$ cat config.mk
export PLATFORM = sky130hd
export DESIGN_NAME = stream_find_replace_top
export DESIGN_NICKNAME = d
export VERILOG_FILES = /design/src/hdl/sfr_pkg.sv /design/src/hdl/sfr_ctrl.sv /design/src/hdl/sfr_datapath.sv /design/src/hdl/stream_find_replace_top.sv
export SDC_FILE = /design/constraint.sdc
export NUM_CORES = 1
export LEC_CHECK = 0
export ABC_CLOCK_PERIOD_IN_PS = 3600
export BUFFER_PORTS_ARGS = -buffer_cell sky130_fd_sc_hd__buf_2
export CAP_MARGIN = 0
export CORE_ASPECT_RATIO = 2
export CORE_MARGIN = 10
export CORE_UTILIZATION = 37
export CTS_BUF_LIST = sky130_fd_sc_hd__clkbuf_16
export DETAILED_ROUTE_END_ITERATION = 8
export PLACE_DENSITY = 0.54
export SLEW_MARGIN = 10
export SYNTH_ARGS = -nofsm -noshare
export SYNTH_HDL_FRONTEND = slang
export SYNTH_HIERARCHICAL = 1
export SYNTH_SLANG_ARGS = --single-unit
$ cat constraint.sdc
create_clock -name clk -period 3.6 [get_ports clk]
set_input_delay 0.72 -clock clk [delete_from_list [all_inputs] [get_ports clk]]
set_output_delay 0.72 -clock clk [all_outputs]
set_load 0.02 [all_outputs]
$ cat src/hdl/sfr_pkg.sv
// Package with the shared types, codes and constants of the stream find-and-replace block.
`default_nettype none
package sfr_pkg;

	localparam int PATTERN_MAX_DEF = 8;
	localparam int REPLACE_MAX_DEF = 8;
	localparam int CFG_DATA_W      = 64;
	localparam int LEN_W           = 4;
	localparam logic [LEN_W-1:0] FIND_LEN_RST = 4'd1;

	typedef enum logic [1:0] {
		CFG_FIND_LEN      = 2'd0,
		CFG_FIND_BYTES    = 2'd1,
		CFG_REPLACE_LEN   = 2'd2,
		CFG_REPLACE_BYTES = 2'd3
	} cfg_index_t;

	typedef struct packed {
		logic [7:0] in_byte;
		logic       in_last;
	} in_item_t;

	typedef struct packed {
		logic [7:0] out_byte;
		logic       byte_valid;
		logic       out_last;
	} out_item_t;

	typedef enum logic [1:0] {
		ST_IDLE,
		ST_EVAL,
		ST_EMIT
	} state_t;

	typedef struct packed {
		logic load;
		logic eval;
		logic pop;
	} sfr_cmd_t;

	typedef struct packed {
		logic none;
		logic final_out;
	} sfr_sts_t;

endpackage
`default_nettype wire

$ cat src/hdl/sfr_ctrl.sv
// Controller state machine that sequences accept, evaluation and result transfers.
`default_nettype none
module sfr_ctrl (
	input  wire logic             clk,
	input  wire logic             arst_n,
	input  wire logic             in_valid,
	output logic                  in_ready,
	output logic                  out_valid,
	input  wire logic             out_ready,
	input  wire sfr_pkg::sfr_sts_t sts,
	output sfr_pkg::sfr_cmd_t     cmd
);
	import sfr_pkg::*;

	state_t state_q;
	state_t state_d;

	always_ff @(posedge clk or negedge arst_n) begin
		if (!arst_n) begin
			state_q <= ST_IDLE;
		end else begin
			state_q <= state_d;
		end
	end

	always_comb begin
		state_d   = state_q;
		in_ready  = 1'b0;
		out_valid = 1'b0;
		cmd       = '0;
		unique case (state_q)
			ST_IDLE: begin
				in_ready = 1'b1;
				if (in_valid) begin
					cmd.load = 1'b1;
					state_d  = ST_EVAL;
				end
			end
			ST_EVAL: begin
				cmd.eval = 1'b1;
				state_d  = sts.none ? ST_IDLE : ST_EMIT;
			end
			ST_EMIT: begin
				out_valid = 1'b1;
				if (out_ready) begin
					cmd.pop = 1'b1;
					if (sts.final_out) begin
						state_d = ST_IDLE;
					end
				end
			end
			default: begin
				state_d = ST_IDLE;
			end
		endcase
	end

endmodule
`default_nettype wire

$ cat src/hdl/sfr_datapath.sv
// Datapath with the configuration registers, the match window and the result buffer.
`default_nettype none
module sfr_datapath #(
	parameter int PATTERN_MAX = sfr_pkg::PATTERN_MAX_DEF,
	parameter int REPLACE_MAX = sfr_pkg::REPLACE_MAX_DEF
) (
	input  wire logic                            clk,
	input  wire logic                            arst_n,
	input  wire logic                            cfg_write,
	input  wire sfr_pkg::cfg_index_t             cfg_index,
	input  wire logic [sfr_pkg::CFG_DATA_W-1:0]  cfg_data,
	input  wire sfr_pkg::in_item_t               in_data,
	input  wire sfr_pkg::sfr_cmd_t               cmd,
	output sfr_pkg::sfr_sts_t                    sts,
	output sfr_pkg::out_item_t                   out_data
);
	import sfr_pkg::*;

	localparam int BUF_N   = (PATTERN_MAX > REPLACE_MAX) ? PATTERN_MAX : REPLACE_MAX;
	localparam int CNT_W   = $clog2(PATTERN_MAX + 1);
	localparam int RCNT_W  = $clog2(REPLACE_MAX + 1);
	localparam int BCNT_W  = $clog2(BUF_N + 1);

	logic [LEN_W-1:0]      find_len_q;
	logic [CFG_DATA_W-1:0] find_bytes_q;
	logic [LEN_W-1:0]      repl_len_q;
	logic [CFG_DATA_W-1:0] repl_bytes_q;

	logic [7:0]        win_q [PATTERN_MAX];
	logic [CNT_W-1:0]  cnt_q;
	logic              last_q;
	logic [7:0]        buf_q [BUF_N];
	logic [BCNT_W-1:0] rem_q;
	logic              marker_q;

	logic [LEN_W-1:0]  flen_raw;
	logic [LEN_W-1:0]  rlen_raw;
	logic [CNT_W-1:0]  flen;
	logic [RCNT_W-1:0] rlen;
	logic [CNT_W-1:0]  ins_idx;

	logic              full;
	logic              match;
	logic [7:0]        ev_buf [BUF_N];
	logic [BCNT_W-1:0] ev_n;
	logic [CNT_W-1:0]  ev_cnt;
	logic              ev_shift;
	logic              ev_marker;

	always_comb begin
		if (find_len_q == '0) begin
			flen_raw = LEN_W'(1);
		end else if (find_len_q > LEN_W'(PATTERN_MAX)) begin
			flen_raw = LEN_W'(PATTERN_MAX);
		end else begin
			flen_raw = find_len_q;
		end
		if (repl_len_q > LEN_W'(REPLACE_MAX)) begin
			rlen_raw = LEN_W'(REPLACE_MAX);
		end else begin
			rlen_raw = repl_len_q;
		end
		flen    = CNT_W'(flen_raw);
		rlen    = RCNT_W'(rlen_raw);
		ins_idx = (cnt_q >= flen) ? flen - CNT_W'(1) : cnt_q;
	end

	always_comb begin
		full  = (cnt_q == flen);
		match = full;
		for (int i = 0; i < PATTERN_MAX; i++) begin
			if ((CNT_W'(i) < flen) && (win_q[i] != find_bytes_q[8*i +: 8])) begin
				match = 1'b0;
			end
		end

		for (int i = 0; i < BUF_N; i++) begin
			ev_buf[i] = 8'h00;
		end
		ev_n      = '0;
		ev_cnt    = cnt_q;
		ev_shift  = 1'b0;
		ev_marker = 1'b0;

		if (match) begin
			for (int i = 0; i < REPLACE_MAX; i++) begin
				ev_buf[i] = repl_bytes_q[8*i +: 8];
			end
			ev_n   = BCNT_W'(rlen);
			ev_cnt = '0;
		end else if (full) begin
			for (int i = 0; i < PATTERN_MAX; i++) begin
				ev_buf[i] = win_q[i];
			end
			ev_shift = 1'b1;
			ev_cnt   = flen - CNT_W'(1);
			ev_n     = last_q ? BCNT_W'(flen) : BCNT_W'(1);
		end else if (last_q) begin
			for (int i = 0; i < PATTERN_MAX; i++) begin
				ev_buf[i] = win_q[i];
			end
			ev_n = BCNT_W'(cnt_q);
		end

		if (last_q) begin
			ev_cnt = '0;
			if (ev_n == '0) begin
				ev_n      = BCNT_W'(1);
				ev_marker = 1'b1;
				ev_buf[0] = 8'h00;
			end
		end
	end

	always_ff @(posedge clk or negedge arst_n) begin
		if (!arst_n) begin
			find_len_q   <= FIND_LEN_RST;
			find_bytes_q <= '0;
			repl_len_q   <= '0;
			repl_bytes_q <= '0;
			cnt_q        <= '0;
			last_q       <= 1'b0;
			rem_q        <= '0;
			marker_q     <= 1'b0;
		end else begin
			if (cfg_write) begin
				unique case (cfg_index)
					CFG_FIND_LEN: begin
						find_len_q <= cfg_data[LEN_W-1:0];
						cnt_q      <= '0;
					end
					CFG_FIND_BYTES: begin
						find_bytes_q <= cfg_data;
					end
					CFG_REPLACE_LEN: begin
						repl_len_q <= cfg_data[LEN_W-1:0];
					end
					CFG_REPLACE_BYTES: begin
						repl_bytes_q <= cfg_data;
					end
					default: begin
					end
				endcase
			end
			if (cmd.load) begin
				cnt_q  <= ins_idx + CNT_W'(1);
				last_q <= in_data.in_last;
			end
			if (cmd.eval) begin
				cnt_q    <= ev_cnt;
				rem_q    <= ev_n;
				marker_q <= ev_marker;
			end
			if (cmd.pop) begin
				rem_q <= rem_q - BCNT_W'(1);
			end
		end
	end

	always_ff @(posedge clk) begin
		if (cmd.load) begin
			for (int i = 0; i < PATTERN_MAX; i++) begin
				if (CNT_W'(i) == ins_idx) begin
					win_q[i] <= in_data.in_byte;
				end
			end
		end
		if (cmd.eval) begin
			for (int i = 0; i < BUF_N; i++) begin
				buf_q[i] <= ev_buf[i];
			end
			if (ev_shift) begin
				for (int i = 0; i < PATTERN_MAX - 1; i++) begin
					win_q[i] <= win_q[i+1];
				end
			end
		end
		if (cmd.pop) begin
			for (int i = 0; i < BUF_N - 1; i++) begin
				buf_q[i] <= buf_q[i+1];
			end
		end
	end

	assign sts.none      = (ev_n == '0);
	assign sts.final_out = (rem_q == BCNT_W'(1));

	assign out_data.out_byte   = marker_q ? 8'h00 : buf_q[0];
	assign out_data.byte_valid = ~marker_q;
	assign out_data.out_last   = last_q & (rem_q == BCNT_W'(1));

endmodule
`default_nettype wire

$ cat src/hdl/stream_find_replace_top.sv
// Top level of the stream find-and-replace block.
// Rewrites a byte stream, replacing every non-overlapping occurrence of the configured
// pattern (1 to PATTERN_MAX bytes) with the configured replacement (0 to REPLACE_MAX
// bytes). One input byte is taken at a time: each input transfer is captured into the
// window, then compared and loaded into the result buffer, then each result is passed
// on as out_ready allows. An item yields n results, n being 0 or 1 in steady state
// and up to the larger of PATTERN_MAX and REPLACE_MAX after a match or at end of
// string. Configuration must be written only while no item is in flight; the block
// does not enforce it. Writing the pattern length discards the bytes held in the window.
`default_nettype none
module stream_find_replace_top #(
	parameter int PATTERN_MAX = sfr_pkg::PATTERN_MAX_DEF,
	parameter int REPLACE_MAX = sfr_pkg::REPLACE_MAX_DEF
) (
	input  wire logic                           clk,
	input  wire logic                           arst_n,
	input  wire logic                           cfg_valid,
	output logic                                cfg_ready,
	input  wire sfr_pkg::cfg_index_t            cfg_index,
	input  wire logic [sfr_pkg::CFG_DATA_W-1:0] cfg_data,
	input  wire logic                           in_valid,
	output logic                                in_ready,
	input  wire sfr_pkg::in_item_t              in_data,
	output logic                                out_valid,
	input  wire logic                           out_ready,
	output sfr_pkg::out_item_t                  out_data
);
	import sfr_pkg::*;

	sfr_cmd_t cmd;
	sfr_sts_t sts;

	assign cfg_ready = 1'b1;

	sfr_ctrl u_ctrl (
		.clk       (clk),
		.arst_n    (arst_n),
		.in_valid  (in_valid),
		.in_ready  (in_ready),
		.out_valid (out_valid),
		.out_ready (out_ready),
		.sts       (sts),
		.cmd       (cmd)
	);

	sfr_datapath #(
		.PATTERN_MAX (PATTERN_MAX),
		.REPLACE_MAX (REPLACE_MAX)
	) u_datapath (
		.clk       (clk),
		.arst_n    (arst_n),
		.cfg_write (cfg_valid & cfg_ready),
		.cfg_index (cfg_index),
		.cfg_data  (cfg_data),
		.in_data   (in_data),
		.cmd       (cmd),
		.sts       (sts),
		.out_data  (out_data)
	);

endmodule
`default_nettype wire

==> flow_summary.json, run 1 <==
{
  "status": "finished clean",
  "hold_buffers": 0,
  "fp.dieArea_um2": 43770,
  "first_pass_iters": 5,
  "start_util_pct": 37.46,
  "syn_to_final_growth_pct": 16.80,
  "port_buffers": 91,
  "finalSetupViolations": 0,
  "fin_tns_setup_ns": 0,
  "vias": 8203,
  "synth-main-ff-cell": "dfrtp_1",
  "cellPowerDensity_nw_per_um2": 707.9,
  "ir_worst_vdd_mv": 0.5244,
  "maxSlewViolCount": 0,
  "reg2reg_to": "u_datapath/win_q[1][23]",
  "nNetsFinal": 1225,
  "vias_per_cell": 5.140,
  "gp_congestion": 0.8978,
  "end_kind": "register",
  "path_cells": "nor2_1, o21ai_1, inv_1, ha_1, nand2b_1, a221oi_4, mux2_4, inv_1, ha_1, nand2_1, or3_1, buf_4, mux2_4",
  "fin_worst_skew_ns": 0.01523,
  "finalHoldViolCount": 0,
  "synth_area_um2": 13090,
  "finalCritPeriodShare_pct": 93.35,
  "grt_usage_pct": 16.17,
  "fp.dieH_um": 286.0,
  "layout-drive-gt1-share_pct": 29.11,
  "core_um2": 34950,
  "syn-instance-count": 1020,
  "cp.required_ns": 3.90,
  "fin_area_um2": 15290,
  "rsz0062_at_grt": "no",
  "die_x_um": 153.0,
  "grt_max_degree": 69,
  "cts_htree_levels": 1,
  "layout_common_cells": "147 x dfrtp_1, 138 x mux2_2, 128 x edfxtp_1, 90 x buf_2, 66 x o21ai_0",
  "wl_per_cell_um": 22.64,
  "ys_ff_latch": 276,
  "place_hpwl_um": 27200,
  "async_flop_share_pct": 53.62,
  "placed_area_um2": 14370,
  "ioPinCount": 93,
  "leakage_uw": 0.006593,
  "worstPathMaxFanout": 8,
  "tightest_slew_ns": 1.030,
  "reg2regPathDepth": 13,
  "yosysSeqAreaShare_pct": 57.65,
  "cp.arrival_ns": 3.66,
  "detail-route-antenna-nets": 0,
  "max_freq_ghz": 0.2976,
  "layout_commonest_cell": "dfrtp_1",
  "slew_headroom_pct": 31.36,
  "yosys_warnings": 6,
  "start_kind": "register",
  "r2r-start": "u_datapath/find_len_q[1]",
  "antenna_found_initial": 0,
  "rows": 97,
  "max_stage_delay_ns": 0.40,
  "synth.avg_cell_area_um2": 12.84,
  "cts_num_sinks": 276,
  "worstHoldPathType": "input pin to async pin",
  "fin_crit_ns": 3.361,
  "clockBufferDepth": 3,
  "grt_pass1_vias": 8951,
  "clk_root_buffer_cell": "clkbuf_16",
  "clkLatencyLatePin_ns": 0.55,
  "path_clk_slew_ns": 0.07,
  "drt_iter0_drc": 356,
  "syn-num-nets": 1114,
  "numCtsBuffers": 27,
  "synth.distinct_cells": 47,
  "slowest_stage": "dfrtp_1",
  "grt_pass1_wl_um": 54780,
  "drc": 0,
  "synth-edff-count": 128,
  "diodes": 0,
  "maxCapViolations": 0,
  "critical_path_class": "register to register",
  "reg2reg_setup_slack_ns": 0.24,
  "overflow": 0,
  "cts_tree": "built",
  "routed_wl_um": 36140
}
repair_timing:
item,CTS,global route
setup buffers,0,1
setup endpoints to repair,0,48
resized for setup,0,4
power breakdown:
| part | internal (uW) | switching (uW) | total (uW) |
|---|---|---|---|
| registers | 4320 | 547 | 4870 |
| clock network | 1720 | 1210 | 2930 |
| logic | 1350 | 1680 | 3030 |
sequential cells by signal, indices dropped and copies added, names as in the netlist:
name and count:
u_datapath/find_bytes_q 64, u_datapath/marker_q 1, u_datapath/repl_bytes_q 64, u_datapath/buf_q 64, u_datapath/find_len_q 4, u_datapath/last_q 1
u_ctrl/state_q 2, u_datapath/rem_q 4, u_datapath/win_q 64, u_datapath/cnt_q 4, u_datapath/repl_len_q 4
synth_stat cells, types with 15 or more instances:
| master | count | area, um^2 |
|---|---|---|
| nor2b_1 | 22 | 137.6 |
| xnor2_1 | 57 | 499.2 |
| inv_1 | 22 | 82.58 |
| o21ai_0 | 67 | 335.3 |
| clkbuf_1 | 47 | 176.4 |
| edfxtp_1 | 128 | 3844 |
| and2_1 | 55 | 344.1 |
| mux2i_1 | 52 | 520.5 |
| nand4_1 | 15 | 93.84 |
| a21o_1 | 49 | 367.9 |
| nand2_1 | 65 | 244.0 |
| dfrtp_1 | 147 | 3679 |
| mux2_2 | 139 | 1565 |
per-stage QoR:
stage | setup slack [ns] | hold WS [ns] | utilization (%) | power [uW] | cells
final | 0.2392 | 0.1335 | 43.75 | 10830 | 1596
after global routing | 0.005207 | 0.1634 | 43.75 | 11420 | 1596
after CTS | 0.04548 | 0.1406 | 43.68 | 10930 | 1595
after detailed placement | 0.07665 | 0.4868 | 41.10 | 7981 | 1546
after global placement | 0.1715 | 0.4799 | 41.10 | 7922 | 1546
after floorplan | 0.02662 | 0.4244 | - | 6766 | 1020
metal layers:
layer	part of all wire, %	vias to the layer above	wire, um	track usage [%]
met5	0	-	0	0
met4	2.6	0	922	5.002
met3	2.9	51	1063	1.909
met2	60	141	21780	33.89
met1	34	4144	12370	15.44
li1	-	3867	-	-
logic make-up after synthesis:
kind of cell | after synthesis | share of synthesized area, %
XOR/XNOR | 66 | 4.415
buffers and inverters | 77 | 2.303
AND/OR/NAND/NOR | 232 | 9.651
other | 1 | 0.02864
adder cells (fa/ha/maj) | 14 | 1.338
AO/OA/AOI/OAI | 155 | 7.769
flip-flops | 276 | 57.65
multiplexers | 199 | 16.85
critical path, delay by kind of cell (launching register included):
family / cells / cell delay [ns]
AND/OR/NAND/NOR: 4 / 0.66
flip-flops: 1 / 0.40
adder cells (fa/ha/maj): 2 / 0.44
AO/OA/AOI/OAI: 2 / 0.51
buffers and inverters: 3 / 0.41
multiplexers: 2 / 0.67
worst max path at each step:
| stage | from | end | slack, ns | depth (start not counted) |
|---|---|---|---|---|
| 3_5_place_dp | u_datapath/find_len_q[2] | u_datapath/win_q[1][23] | 0.08 | 13 |
| 3_3_place_gp | u_datapath/find_len_q[2] | u_datapath/win_q[1][17] | 0.17 | 13 |
| 5_1_grt | u_datapath/find_len_q[1] | u_datapath/win_q[1][23] | 0.005 | 13 |
| 4_1_cts | u_datapath/find_len_q[2] | u_datapath/win_q[1][23] | 0.05 | 13 |
| 6_report | u_datapath/find_len_q[1] | u_datapath/win_q[1][23] | 0.24 | 13 |
| 2_1_floorplan | u_datapath/find_len_q[2] | u_datapath/win_q[1][16] | 0.03 | 13 |
area by class of cell:
class                   instances  area (um^2)
fillers                      3326        19660
flip-flops and latches        276         7548
multi-input cells             667         5299
repair buffers                136        899.6
clock buffers                  27        675.6
well taps                     445        556.8
clock inverters                22        227.7
inverters                      23        86.33
No activity file was read; power rests on OpenSTA's default activity.
==> inputs of run 2 (changes only) <==
--- a/config.mk
+++ b/config.mk
@@ -15,3 +15,2 @@
 export DETAILED_ROUTE_END_ITERATION = 8
-export PLACE_DENSITY = 0.54
 export SLEW_MARGIN = 10
--- a/constraint.sdc
+++ b/constraint.sdc
@@ -3,2 +3,2 @@
 set_output_delay 0.72 -clock clk [all_outputs]
-set_load 0.02 [all_outputs]
+set_load 0.01 [all_outputs]
==> flow_summary.json, run 2 (same netlist as run 1, synthesis figures left out) <==
{
  "status": "finished clean",
  "place_hpwl_um": 25730,
  "worstPathMaxFanout": 8,
  "cts_tree": "built",
  "hold_buffers": 0,
  "critical_path_class": "register to register",
  "p_int_uw": 7152,
  "fill_cells": 3301,
  "switching_power_uw": 3324,
  "fp.dieArea_um2": 43770,
  "port_buffers": 91,
  "start_kind": "register",
  "detail-route-antenna-nets": 0,
  "drc": 0,
  "switching_share_pct": 31.73,
  "cts_num_sinks": 276,
  "vias_per_cell": 5.138,
  "diodes": 0,
  "rows": 97,
  "routed_wl_um": 35090,
  "first_pass_iters": 4,
  "finalCritPeriodShare_pct": 94.69,
  "gp_congestion": 0.9001,
  "finalHoldViolCount": 0,
  "multiInputGateArea_um2": 5281,
  "vias": 8180,
  "fp.dieH_um": 286.0,
  "cts_htree_levels": 1,
  "worstHoldPathType": "input pin to async pin",
  "drt_iter0_drc": 401,
  "dp_cells": 1544,
  "fin_worst_skew_ns": 0.02656,
  "ir_worst_vdd_mv": 0.4000,
  "path_clk_slew_ns": 0.07,
  "fin_crit_ns": 3.409,
  "layout.cells.non_filler": 1592,
  "post_cts_resize_count": 0,
  "layout.area.seq_um2": 7548,
  "cts_setup_buffers": 0,
  "antenna_found_initial": 1,
  "clockBufferDepth": 3,
  "finalSetupViolations": 0,
  "clk_root_buffer_cell": "clkbuf_16",
  "grt_pass1_wl_um": 53290,
  "start_util_pct": 37.46,
  "layout-drive-gt1-share_pct": 28.42,
  "core_um2": 34950,
  "nNetsFinal": 1221,
  "die_x_um": 153.0,
  "clkLatencyLatePin_ns": 0.55,
  "cp.required_ns": 3.90,
  "maxCapViolations": 0,
  "syn_to_final_growth_pct": 15.68,
  "comb_power_share_pct": 28.2,
  "grt_usage_pct": 15.68,
  "max_freq_ghz": 0.2934,
  "clkPwrFrac_pct": 25.4,
  "grt_max_degree": 66,
  "pwr-share-seq_pct": 46.4,
  "wl_per_cell_um": 22.04,
  "tightest_slew_ns": 1.100,
  "numCtsBuffers": 26,
  "ioPinCount": 93,
  "rsz0062_at_grt": "no",
  "fin_tns_setup_ns": 0,
  "grt_pass1_vias": 8806,
  "leakage_uw": 0.006532,
  "maxSlewViolCount": 0,
  "overflow": 0,
  "layout_common_cells": "147 x dfrtp_1, 139 x mux2_2, 128 x edfxtp_1, 90 x buf_2, 66 x o21ai_0",
  "cp.arrival_ns": 3.71,
  "slew_headroom_pct": 26.69,
  "layout_commonest_cell": "dfrtp_1",
  "cellPowerDensity_nw_per_um2": 691.7,
  "end_kind": "register"
}
## run 2: cell count changes in the layout (fill, tap and decap cells not counted), sizes merged
cell	change
clkinvlp	+1
clkinv	-4
buf	-3
inv	+5
bufinv	-3
## run 2: critical path, cell delays in order (launching register included)
cell and delay [ns]:
dfrtp_1 0.41, nor2_1 0.07, o21ai_1 0.16, inv_1 0.10, ha_1 0.29, nand2b_1 0.15, a221oi_2 0.34, mux2_2 0.43
inv_1 0.12, ha_1 0.15, nand2_1 0.09, or3_1 0.33, buf_4 0.20, mux2_4 0.31
## run 2: power groups by stage
stage | combinational [uW] | clock (uW) | sequential, uW
after floorplan | 2050 | 0 | 4670
after global placement | 2920 | 0 | 4910
after detailed placement | 2980 | 0 | 4930
after CTS | 2990 | 2740 | 4870
after global routing | 3250 | 2890 | 4940
final | 2950 | 2660 | 4860
## run 2: cell type report
class	instances	share of cell area, %
Clock buffer	27	4.461
Tap cell	445	3.676
Inverter	23	0.5700
Multi-Input combinational cell	667	34.87
Clock inverter	21	0.9665
Sequential cell	276	49.83
Timing Repair Buffer	133	5.625
## run 2: per-stage QoR
| stage | cell area, um^2 | setup slack [ns] | power (uW) | hold WS, ns | util [%] |
|---|---|---|---|---|---|
| finish | 15150 | 0.1912 | 10480 | 0.1804 | 43.33 |
| global route | 15150 | 0.003697 | 11070 | 0.2045 | 43.33 |
| CTS | 15150 | 0.1228 | 10600 | 0.1859 | 43.33 |
| global placement | 14330 | 0.1552 | 7839 | 0.4800 | 40.98 |
| detailed placement | 14330 | 0.1373 | 7911 | 0.4904 | 40.98 |
| floorplan | 13090 | 0.02668 | 6720 | 0.4244 | - |
## run 2: final timing paths
| kind | from | end | slack, ns | cells after the start |
|---|---|---|---|---|
| max in group asynchronous | arst_n | u_datapath/find_bytes_q[25] | 2.51 | 2 |
| hold reg to reg | u_datapath/repl_bytes_q[62] | u_datapath/repl_bytes_q[62] | 0.50 | 1 |
| hold / removal | arst_n | u_datapath/repl_bytes_q[60] | 0.18 | 1 |
| min in group clk | in_data[3] | u_datapath/win_q[1][26] | 0.39 | 1 |
| setup reg to reg | u_datapath/find_len_q[2] | u_datapath/win_q[1][21] | 0.19 | 13 |
| setup / recovery | u_datapath/find_len_q[2] | u_datapath/win_q[1][21] | 0.19 | 13 |
## run 2: routing by layer
layer / share of wire [%] / track usage (%) / up-vias
met2: 60 / 32.24 / 143
met3: 3.0 / 2.119 / 50
met5: 0.031 / 0 / -
met4: 3.8 / 6.678 / 2
met1: 33 / 14.61 / 4127
li1: - / - / 3858
